File: src/rtl/core/cdlh_pkg.sv
// ----------------------------------------------------------------------------
// cdlh_pkg: shared types and constants of the clip detector
// Register indexes, field widths and the sequencer state encoding.
// ----------------------------------------------------------------------------
package cdlh_pkg;

   // Configuration register indexes.
   localparam logic [2:0] CSR_ENABLED   = 3'd0;
   localparam logic [2:0] CSR_THRESHOLD = 3'd1;
   localparam logic [2:0] CSR_STRIDE    = 3'd2;
   localparam logic [2:0] CSR_TRIGGER   = 3'd3;
   localparam logic [2:0] CSR_WINDOW    = 3'd4;
   localparam logic [2:0] CSR_HOLD      = 3'd5;

   // Field widths fixed by the interface.
   localparam int SAMPLE_W  = 32;
   localparam int THRESH_W  = 31;
   localparam int STRIDE_W  = 8;
   localparam int TRIGGER_W = 16;
   localparam int WINDOW_W  = 24;
   localparam int HOLD_W    = 24;
   localparam int ELAPSED_W = 16;
   localparam int PENDING_W = 32;
   localparam int PROD_W    = TRIGGER_W + ELAPSED_W;
   localparam int CSR_DATA_W = 32;

   // Input kinds carried in the mode field.
   localparam logic MODE_SAMPLE = 1'b0;
   localparam logic MODE_TICK   = 1'b1;

   // Sequencer states, one-hot.
   typedef enum logic [6:0] {
      ST_IDLE  = 7'b0000001,
      ST_MUL   = 7'b0000010,
      ST_DIV   = 7'b0000100,
      ST_DRAIN = 7'b0001000,
      ST_ADD   = 7'b0010000,
      ST_HOLD  = 7'b0100000,
      ST_SEND  = 7'b1000000
   } state_type;

endpackage

File: src/rtl/core/clip_detector_leaky_hold.sv
// ----------------------------------------------------------------------------
// clip_detector_leaky_hold: clip indicator with leaky-bucket credit and hold
// Probes float samples against a threshold and lights an indicator on ticks.
// ----------------------------------------------------------------------------
// Usage. Items enter on the req_ stream. A sample transaction (req_tuser[0]
// low) is probed in the cycle it is accepted and produces no result. A tick
// transaction (req_tuser[0] high) drains the credit by
// trigger*elapsed/window, adds the pending hits, caps the credit, updates
// the hold timer and returns one result transaction on the rsp_ stream.
// Samples can be accepted one per cycle while no tick is in progress. An
// enabled tick steps through multiply, divide, drain, add, hold and send
// before the result is offered and the block is ready again; the restoring
// divider retires one quotient bit per cycle over a numerator of
// 32 + CREDIT_FRAC_BITS bits. A disabled tick goes straight to send.
// The result sits in an output register, so further samples are accepted
// while it waits for rsp_tready; a second tick waits in its last step until
// the output register is free. The csr_ channel is always ready; writing
// the enable register clears credit, hold timer, pending hits and phase.
// Reset restores the register defaults and clears all activity state.
// ----------------------------------------------------------------------------
module clip_detector_leaky_hold
   import cdlh_pkg::*;
#(
   parameter int CREDIT_FRAC_BITS = 16
) (
   input  logic                   clock,
   input  logic                   reset,
   // Input stream.
   input  logic                   req_tvalid,
   output logic                   req_tready,
   // tdata: sample_bits [31:0], elapsed_us [47:32]
   input  logic [47:0]            req_tdata,
   // tuser: mode [0], block_start [1]
   input  logic [1:0]             req_tuser,
   // Result stream.
   output logic                   rsp_tvalid,
   input  logic                   rsp_tready,
   // tdata: lit [0], credit_whole [16:1], zero fill [23:17]
   output logic [23:0]            rsp_tdata,
   // Configuration write channel.
   input  logic                   csr_valid,
   output logic                   csr_ready,
   input  logic [2:0]             csr_index,
   input  logic [CSR_DATA_W-1:0]  csr_data
);

   // Credit is unsigned fixed point; the cap needs the full trigger width.
   localparam int CAP_W = TRIGGER_W + CREDIT_FRAC_BITS;
   // Numerator of the drain division: trigger * elapsed, scaled.
   localparam int NUM_W = PROD_W + CREDIT_FRAC_BITS;
   localparam int SUM_W = PENDING_W + CREDIT_FRAC_BITS + 1;
   localparam int CNT_W = $clog2(NUM_W);

   // Configuration registers.
   logic                 enabled_ff, enabled_in;
   logic [THRESH_W-1:0]  thresh_ff, thresh_in;
   logic [STRIDE_W-1:0]  stride_ff, stride_in;
   logic [TRIGGER_W-1:0] trigger_ff, trigger_in;
   logic [WINDOW_W-1:0]  window_ff, window_in;
   logic [HOLD_W-1:0]    hold_us_ff, hold_us_in;

   // Activity state.
   logic [STRIDE_W-1:0]  phase_ff, phase_in;
   logic [PENDING_W-1:0] pending_ff, pending_in;
   logic [CAP_W-1:0]     credit_ff, credit_in;
   logic [HOLD_W-1:0]    hold_left_ff, hold_left_in;
   logic                 lit_ff, lit_in;

   // Sequencer and the divider datapath.
   state_type            state_ff, state_in;
   logic [CNT_W-1:0]     cnt_ff, cnt_in;
   logic [NUM_W-1:0]     num_ff, num_in;
   logic [WINDOW_W-1:0]  rem_ff, rem_in;
   logic [ELAPSED_W-1:0] elapsed_ff, elapsed_in;

   // Output register.
   logic                 rsp_valid_ff, rsp_valid_in;
   logic                 rsp_lit_ff, rsp_lit_in;
   logic [TRIGGER_W-1:0] rsp_whole_ff, rsp_whole_in;

   logic                 req_accept;
   logic                 req_mode;
   logic                 req_start;
   logic [SAMPLE_W-1:0]  req_sample;
   logic [ELAPSED_W-1:0] req_elapsed;
   logic [STRIDE_W-1:0]  stride_eff;
   logic [STRIDE_W:0]    phase_next;
   logic [STRIDE_W-1:0]  phase_cur;
   logic [WINDOW_W-1:0]  window_eff;
   logic [PROD_W-1:0]    product;
   logic [WINDOW_W:0]    trial;
   logic [WINDOW_W:0]    trial_diff;
   logic [CAP_W-1:0]     cap;
   logic [NUM_W-1:0]     credit_wide;
   logic [SUM_W-1:0]     sum;
   logic                 triggered;
   logic                 out_free;

   assign req_mode    = req_tuser[0];
   assign req_start   = req_tuser[1];
   assign req_sample  = req_tdata[SAMPLE_W-1:0];
   assign req_elapsed = req_tdata[SAMPLE_W +: ELAPSED_W];

   assign req_tready = (state_ff == ST_IDLE);
   assign req_accept = req_tvalid && req_tready;
   assign csr_ready  = 1'b1;

   assign rsp_tvalid = rsp_valid_ff;
   assign rsp_tdata  = {7'd0, rsp_whole_ff, rsp_lit_ff};

   // A stride or window of zero behaves as one.
   assign stride_eff = (stride_ff == '0) ? STRIDE_W'(1) : stride_ff;
   assign window_eff = (window_ff == '0) ? WINDOW_W'(1) : window_ff;

   // A start marker restarts the probe phase before the sample is probed.
   assign phase_cur  = req_start ? '0 : phase_ff;
   assign phase_next = {1'b0, phase_cur} + (STRIDE_W + 1)'(1);

   assign product = PROD_W'(trigger_ff) * PROD_W'(elapsed_ff);

   // One restoring divide step: shift in the next numerator bit, try the window.
   assign trial      = {rem_ff, num_ff[NUM_W-1]};
   assign trial_diff = trial - {1'b0, window_eff};

   assign cap         = {trigger_ff, {CREDIT_FRAC_BITS{1'b0}}};
   assign credit_wide = NUM_W'(credit_ff);
   assign sum         = {1'b0, pending_ff, {CREDIT_FRAC_BITS{1'b0}}} + SUM_W'(credit_ff);
   assign triggered   = (credit_ff == cap);
   assign out_free    = !rsp_valid_ff || rsp_tready;

   always_comb begin
      enabled_in   = enabled_ff;
      thresh_in    = thresh_ff;
      stride_in    = stride_ff;
      trigger_in   = trigger_ff;
      window_in    = window_ff;
      hold_us_in   = hold_us_ff;
      phase_in     = phase_ff;
      pending_in   = pending_ff;
      credit_in    = credit_ff;
      hold_left_in = hold_left_ff;
      lit_in       = lit_ff;
      state_in     = state_ff;
      cnt_in       = cnt_ff;
      num_in       = num_ff;
      rem_in       = rem_ff;
      elapsed_in   = elapsed_ff;
      rsp_lit_in   = rsp_lit_ff;
      rsp_whole_in = rsp_whole_ff;
      rsp_valid_in = rsp_valid_ff && !rsp_tready;

      case (state_ff)
         ST_IDLE: begin
            if (req_accept) begin
               if (req_mode == MODE_SAMPLE) begin
                  if (enabled_ff) begin
                     if (phase_cur == '0 && req_sample[THRESH_W-1:0] >= thresh_ff) begin
                        pending_in = pending_ff + PENDING_W'(stride_eff);
                     end
                     phase_in = (phase_next >= {1'b0, stride_eff}) ? '0
                                                                   : phase_next[STRIDE_W-1:0];
                  end
               end else begin
                  elapsed_in = req_elapsed;
                  state_in   = enabled_ff ? ST_MUL : ST_SEND;
               end
            end
         end
         ST_MUL: begin
            num_in   = {product, {CREDIT_FRAC_BITS{1'b0}}};
            rem_in   = '0;
            cnt_in   = CNT_W'(NUM_W - 1);
            state_in = ST_DIV;
         end
         ST_DIV: begin
            // The numerator register fills with quotient bits from the bottom.
            if (!trial_diff[WINDOW_W]) begin
               rem_in = trial_diff[WINDOW_W-1:0];
               num_in = {num_ff[NUM_W-2:0], 1'b1};
            end else begin
               rem_in = trial[WINDOW_W-1:0];
               num_in = {num_ff[NUM_W-2:0], 1'b0};
            end
            cnt_in = cnt_ff - CNT_W'(1);
            if (cnt_ff == '0) begin
               state_in = ST_DRAIN;
            end
         end
         ST_DRAIN: begin
            // Drain saturates at zero; the result never exceeds the old credit.
            credit_in = (credit_wide > num_ff) ? CAP_W'(credit_wide - num_ff) : '0;
            state_in  = ST_ADD;
         end
         ST_ADD: begin
            credit_in  = (sum > SUM_W'(cap)) ? cap : CAP_W'(sum);
            pending_in = '0;
            state_in   = ST_HOLD;
         end
         ST_HOLD: begin
            if (triggered) begin
               hold_left_in = hold_us_ff;
            end else if (hold_left_ff > HOLD_W'(elapsed_ff)) begin
               hold_left_in = hold_left_ff - HOLD_W'(elapsed_ff);
            end else begin
               hold_left_in = '0;
            end
            lit_in   = triggered || (hold_left_in != '0);
            state_in = ST_SEND;
         end
         ST_SEND: begin
            if (out_free) begin
               rsp_valid_in = 1'b1;
               rsp_lit_in   = enabled_ff && lit_ff;
               rsp_whole_in = credit_ff[CAP_W-1:CREDIT_FRAC_BITS];
               state_in     = ST_IDLE;
            end
         end
         default: begin
            state_in = ST_IDLE;
         end
      endcase

      if (csr_valid && csr_ready) begin
         case (csr_index)
            CSR_ENABLED: begin
               enabled_in   = csr_data[0];
               phase_in     = '0;
               pending_in   = '0;
               credit_in    = '0;
               hold_left_in = '0;
               lit_in       = 1'b0;
            end
            CSR_THRESHOLD: thresh_in  = csr_data[THRESH_W-1:0];
            CSR_STRIDE:    stride_in  = csr_data[STRIDE_W-1:0];
            CSR_TRIGGER:   trigger_in = csr_data[TRIGGER_W-1:0];
            CSR_WINDOW:    window_in  = csr_data[WINDOW_W-1:0];
            CSR_HOLD:      hold_us_in = csr_data[HOLD_W-1:0];
            default: begin
            end
         endcase
      end
   end

   always_ff @(posedge clock) begin
      if (reset) begin
         enabled_ff   <= 1'b0;
         thresh_ff    <= THRESH_W'(32'h3F80_0000);
         stride_ff    <= STRIDE_W'(1);
         trigger_ff   <= TRIGGER_W'(1);
         window_ff    <= WINDOW_W'(100000);
         hold_us_ff   <= HOLD_W'(500000);
         phase_ff     <= '0;
         pending_ff   <= '0;
         credit_ff    <= '0;
         hold_left_ff <= '0;
         lit_ff       <= 1'b0;
         state_ff     <= ST_IDLE;
         cnt_ff       <= '0;
         rsp_valid_ff <= 1'b0;
      end else begin
         enabled_ff   <= enabled_in;
         thresh_ff    <= thresh_in;
         stride_ff    <= stride_in;
         trigger_ff   <= trigger_in;
         window_ff    <= window_in;
         hold_us_ff   <= hold_us_in;
         phase_ff     <= phase_in;
         pending_ff   <= pending_in;
         credit_ff    <= credit_in;
         hold_left_ff <= hold_left_in;
         lit_ff       <= lit_in;
         state_ff     <= state_in;
         cnt_ff       <= cnt_in;
         rsp_valid_ff <= rsp_valid_in;
      end
   end

   // Datapath registers need no reset.
   always_ff @(posedge clock) begin
      num_ff       <= num_in;
      rem_ff       <= rem_in;
      elapsed_ff   <= elapsed_in;
      rsp_lit_ff   <= rsp_lit_in;
      rsp_whole_ff <= rsp_whole_in;
   end

endmodule
File: config.mk
export PLATFORM = sky130hd
export DESIGN_NAME = clip_detector_leaky_hold
export DESIGN_NICKNAME = d
export VERILOG_FILES = /design/src/rtl/core/cdlh_pkg.sv /design/src/rtl/core/clip_detector_leaky_hold.sv
export SDC_FILE = /design/constraint.sdc
export NUM_CORES = 2
export LEC_CHECK = 0
export CAP_MARGIN = 20
export CORE_ASPECT_RATIO = 2
export CORE_MARGIN = 2
export CORE_UTILIZATION = 60
export CTS_CLUSTER_DIAMETER = 30
export DETAILED_ROUTE_END_ITERATION = 10
export DONT_BUFFER_PORTS = 1
export HOLD_SLACK_MARGIN = 0.03
export PLACE_DENSITY = 0.86
export SLEW_MARGIN = 20
export SYNTH_ARGS = -nofsm -noshare
export SYNTH_HDL_FRONTEND = slang
export SYNTH_SLANG_ARGS = --single-unit
File: constraint.sdc
create_clock -name clock -period 7 [get_ports clock]
set_clock_uncertainty 0.1 [all_clocks]
set_input_delay 1.4 -clock clock [delete_from_list [all_inputs] [get_ports clock]]
set_output_delay 1.4 -clock clock [all_outputs]
set_load 0.02 [all_outputs]
== Yosys cells after proc, flatten, opt, wreduce, memory -nomap -nowiden ==
Cells that the tools add are included.

* Equality and inequality tests: 17
* $lt $le $gt $ge: 5
* Multiply operators: 1
* Mux-type cells: 44
* Reduce and logical (&&, ||, !) cells: 24
* $add $sub $neg: 7

{| class="wikitable"
|+ Operators with widths
! cell !! count
|-
| two-way mux 32 bit || 10
|-
| two-way mux 24 bit || 8
|-
| one-hot mux 32 bit (2 select lines) || 2
|-
| one-hot mux 48 bit (2 select lines) || 1
|-
| two-way mux 8 bit || 9
|-
| adder 48 x 32 -> 49 bit || 1
|-
| > comparator 49 x 32 -> 1 bit || 1
|-
| one-hot mux 7 bit (7 select lines) || 1
|-
| > comparator 32 x 48 -> 1 bit || 1
|-
| one-hot mux 24 bit (2 select lines) || 1
|-
| two-way mux 7 bit || 5
|-
| adder 32 x 8 -> 32 bit || 1
|-
| == test 32 bit || 1
|-
| multiplier 16 x 16 -> 32 bit || 1
|-
| subtractor 32 bit || 1
|-
| greater-or-equal comparator 31 bit || 1
|-
| subtractor 25 x 24 -> 25 bit || 1
|-
| > comparator 24 x 16 -> 1 bit || 1
|-
| logical NOT 24 bit || 1
|-
| nonzero test 24 bit || 1
|-
| subtractor 24 x 16 -> 24 bit || 1
|-
| logical NOT 8 bit || 2
|-
| AND reduction 2 bit || 7
|-
| one-hot mux 6 bit (2 select lines) || 1
|-
| other kinds (24) || 38
|}

* Logic and storage cells: 117
* Input port bits: 90
* Register bits after elaboration: 320

== Logic depth before layout (Yosys ltp) ==
* Word-level depth: 10
* Gate-level depth with buffers: 28
* Mapped depth without buffers: 26

== Worst setup path after synthesis ==
OpenSTA, ideal clock, no wires.

* Path kind: flip-flop to flip-flop
* Start point: register elapsed_ff[6]
* End point: register num_ff[43], data pin
* Path slack: 0.494 ns
* Buffers on the path: 1
* Arrival time: 6.136 ns
* Cell stages (with the launch flop): 24
* Period minus slack after synthesis: 6.506 ns
* Cells stage by stage: edfxtp_1 -> inv_1 -> buf_1 -> nor2_1 -> fa_1 -> inv_1 -> fa_1 -> fa_1 -> inv_1 -> ha_1 -> fa_1 -> inv_1 -> fa_1 -> inv_1 -> ha_1 -> or4_1 -> o22ai_1 -> o211ai_1 -> a31oi_1 -> o21ai_0 -> a31oi_1 -> o21ai_0 -> xnor2_1 -> a21oi_1

* Longest elaborated chain between the ends: 2

{| class="wikitable"
|+ Ends and longest elaborated chain
! item !! RTL line !! source
|-
| from (decl) || clip_detector_leaky_hold.sv:74 || <nowiki>logic [ELAPSED_W-1:0] elapsed_ff, elapsed_in;</nowiki>
|-
| from (signal assigned) || clip_detector_leaky_hold.sv:282 || <nowiki>elapsed_ff <= elapsed_in;</nowiki>
|-
| multiplier 16 x 16 -> 32 bit || clip_detector_leaky_hold.sv:119 || <nowiki>assign product = PROD_W'(trigger_ff) * PROD_W'(elapsed_ff);</nowiki>
|-
| one-hot mux 48 bit (2 select lines) || clip_detector_leaky_hold.sv:152 || <nowiki>case (state_ff)</nowiki>
|-
| named net num_in[43] || clip_detector_leaky_hold.sv:72 || <nowiki>logic [NUM_W-1:0] num_ff, num_in;</nowiki>
|-
| to (signal assigned) || clip_detector_leaky_hold.sv:280 || <nowiki>num_ff <= num_in;</nowiki>
|-
| to (decl) || clip_detector_leaky_hold.sv:72 ||
|}

The timed path passes the listed nets, and every way through them passes these cells.
A chain may end at the register's enable or synchronous reset.

== Worst setup path in the final report ==
* Start point: register trigger_ff[13]
* End point: register num_ff[42], data pin

* Longest elaborated chain between the ends: 2

{| class="wikitable"
|+ Ends and longest elaborated chain
! item !! RTL line !! source
|-
| from (decl) || clip_detector_leaky_hold.sv:58 || <nowiki>logic [TRIGGER_W-1:0] trigger_ff, trigger_in;</nowiki>
|-
| from (signal assigned) || clip_detector_leaky_hold.sv:264 || <nowiki>trigger_ff <= trigger_in;</nowiki>
|-
| multiplier 16 x 16 -> 32 bit || clip_detector_leaky_hold.sv:119 ||
|-
| one-hot mux 48 bit (2 select lines) || clip_detector_leaky_hold.sv:152 ||
|-
| named net num_in[42] || clip_detector_leaky_hold.sv:72 ||
|}

The timed path passes the listed nets, and every way through them passes these cells.

==> flow_summary.yaml <==
run_status:
  status: "finished clean"
placed_design:
  gp_congestion: 1.002
  place.detailed.instances: 3892
  dp_slack_ns: 0.07296
  portBuffers: 0
  dpl_cell_area_sq_um: 28950
  hpwlAfterDp_mm: 66.17
logic_synthesis:
  yosys.cell_count.top_type: "nand2_1"
  synthTopCellsByArea: "dfxtp_1 (15%), fa_1 (14%), ha_1 (12%)"
  synthCells: 3334
  synth-main-ff-cell: "dfxtp_1"
  yosys-top-cells-count: "nand2_1 (473), inv_1 (389), nor2_1 (288), ha_1 (259), a21oi_1 (228)"
  synth.distinct_cells: 94
  ys_seq_area_share_pct: 26.47
  ys_warn_count: 0
  synth_async_sr_flop_share_pct: 0
  syn_area_sq_um: 28170
  synth_seq_cells: 320
  synth_top_area_cell: "dfxtp_1"
  synth_edf_count: 105
  synth_area_per_cell_sq_um: 8.448
  synth_top_area_share_pct: 15.28
grt:
  grt_max_degree: 119
  grt_pass1_wl_mm: 135.6
  antenna_found_initial: 6
  gr-total-overflow: 0
  grt_util_all_layers_pct: 36.23
  grt_pass1_vias: 26000
clock_tree:
  cts_buffer_depth: 3
  clk_pin_slew_ns: 0.06
  clock-sinks: 320
  numCtsBuffers: 49
  cts.root.buffer_cell: "clkbuf_16"
  holdBufCountCts: 0
  h-tree-depth: 2
  cts_tree: "built"
  insertion_delay_ns: 0.61
sta:
  finalCriticalPeriod_ns: 6.839
  min_period_over_period_pct: 97.70
  max_slew_margin_pct: 26.26
  rsz0062_at_grt: "false"
  final_max_slew_viol_count: 0
  setup_slack_ns: 0.1613
  hold_viol: 0
  fmax_mhz: 146.2
  worstMarginPinSlew_ns: 1.106
  setup-violations-final: 0
  fin_setup_tns_ns: 0
power_and_ir_drop:
  powerDensity_nw_per_um2: 179.6
  fin_total_pwr_uw: 5509
  ir_drop_uv: 286.4
  leakage_uw: 0.01364
worst_hold_path:
  holdPathStages: 2
  min_path_type: "register to register"
  min_from: "thresh_ff[11]"
setup_path:
  endpoint_kind: "register"
  cpPeakStageDelay_ns: 0.68
  critical_path.top_delay_family: "adder cells"
  crit_path_start: "trigger_ff[13]"
  path_max_fanout: 10
  r2r_start: "trigger_ff[13]"
  worstSetupStartpointType: "register"
  slowest_stage: "dfxtp_1"
  crit_top_cell: "fa_1"
  worst-setup-path-type: "register to register"
  cp_cell_sequence: "buf_4, nand2_1, fa_1, fa_1, inv_1, fa_1, fa_1, fa_1, inv_1, fa_1, inv_1, ha_1, a21oi_1, o21bai_1, a41o_2, a221oi_2, buf_4, o21ai_0, a21oi_1, xor2_1, o21ai_0"
  cp.arrival_ns: 7.06
  crit_buf_inv: 5
  path_depth: 21
  reg2regPathDepth: 21
  worstPathRequired_ns: 7.22
run:
  cap_violations: 0
final_layout:
  finalNetCount: 3866
  design_area_sq_um: 30680
  instances_no_fill: 3990
  synthToLayoutAreaGrowth_pct: 8.920
  drive_above_1_share_pct: 7.058
  n_fill_cell: 3755
die:
  die_area_sq_um: 48800
  start_util_pct: 60.54
  core_area_sq_um: 46520
  die_h_microns: 310.4
  row_count: 112
  ioPinCount: 117
  die_w_microns: 157.2
detailed_routing:
  drt_pass1_iterations: 8
  routedWlPerCell_microns: 21.83
  routed_wl_mm: 87.09
  drc: 0
  via_per_inst: 6.268
  drt_iter0_markers: 1539
  vias: 25010
  ant_nets: 0
worst register-to-register path, stage by stage, from the launching register on:
cell      delay (ns)
dfxtp_1         0.68
buf_4           0.31
nand2_1         0.10
fa_1            0.60
fa_1            0.44
inv_1           0.22
fa_1            0.47
fa_1            0.48
fa_1            0.54
inv_1           0.05
fa_1            0.54
inv_1           0.05
ha_1            0.35
a21oi_1         0.16
o21bai_1        0.08
a41o_2          0.29
a221oi_2        0.25
buf_4           0.18
o21ai_0         0.12
a21oi_1         0.18
xor2_1          0.26
o21ai_0         0.11
area by class of cell:
cell class / instances / area (sq um) / share of cell area [%]
Clock inverter: 29 / 336.6 / 1.097
Antenna cell: 5 / 12.51 / 0.04078
Sequential cell: 320 / 7460 / 24.31
Timing Repair Buffer: 84 / 659.4 / 2.149
Multi-Input combinational cell: 2466 / 18600 / 60.61
Clock buffer: 62 / 1335 / 4.352
Tap cell: 627 / 784.5 / 2.557
Inverter: 397 / 1496 / 4.878
final timing paths:
path | slack, ns | end
max reg2reg | 0.16 | num_ff[42]
min reg2reg | 0.35 | thresh_ff[11]
max | 0.16 | num_ff[42]
min | 0.35 | thresh_ff[11]
where the power goes:
part	internal, uW	leakage, uW	switching (uW)	total (uW)
clock network	1490	0.000817	1010	2500
logic	350	0.0102	611	961
registers	1980	0.00266	64.4	2050
total	3830	0.0136	1680	5510
sequential cells by signal, indices dropped and copies added, names as in the netlist, 6 cells and up:
name	count
cnt_ff	6
credit_ff	32
elapsed_ff	16
hold_left_ff	24
hold_us_ff	24
num_ff	48
pending_ff	32
phase_ff	8
rem_ff	24
rsp_whole_ff	16
state_ff	7
stride_ff	8
thresh_ff	31
trigger_ff	16
window_ff	24
cells in the final DEF (no fill, tap or decap), types with 11 or more instances in the layout:
master	instances
nand2_1	472
inv_1	385
nor2_1	286
ha_1	258
a21oi_1	228
dfxtp_1	213
fa_1	199
edfxtp_1	105
o21ai_0	96
buf_4	81
xnor2_1	68
xor2_1	62
nand3_1	62
a21o_1	58
nor3_1	54
clkbuf_16	49
nand2b_1	40
nand4_1	35
mux2i_1	35
nor4_1	31
and2_1	30
a31oi_1	29
a211oi_1	27
nor2b_1	26
nand3b_1	25
and3_1	25
a22oi_1	23
a22o_1	22
o21a_1	22
a221oi_1	17
o21bai_1	16
o31ai_1	14
o211ai_1	13
or2_2	11
a211o_1	11
timing repair:
item,4_1_cts,5_1_grt
gates resized for setup,0,14
buffers inserted,0,2
endpoints found under the setup margin,0,9
through the flow:
| step | util (%) | hold WS [ns] |
|---|---|---|
| 6_report | 65.94 | 0.3537 |
| 5_1_grt | 65.92 | 0.3659 |
| 4_1_cts | 65.82 | 0.3473 |
| 3_5_place_dp | 62.23 | 0.3401 |
| 3_3_place_gp | 62.23 | 0.3362 |
| 2_1_floorplan | - | 0.3357 |
cell families after synthesis:
kind of cell             count (synthesis)  share of synthesized area (%)
adder cells (fa/ha/maj)                458                          25.65
XOR/XNOR                               131                          4.073
AND/OR/NAND/NOR                       1162                          19.16
buffers and inverters                  554                          7.774
other                                    2                        0.02666
multiplexers                            42                          1.524
AO/OA/AOI/OAI                          665                          15.32
flip-flops                             320                          26.47
per-layer routing:
metal  vias to the layer above  wire length [microns]  share of wire, %  GRT usage, %
met5                         -                     27             0.031             0
met4                         4                  10470                12         35.24
met3                       560                   6438               7.4         7.284
met2                      1214                  43760                50         64.75
met1                     11930                  26400                30         33.22
li1                      11300                      -                 -             -
Note: power is estimated with default switching activity, not from simulation.
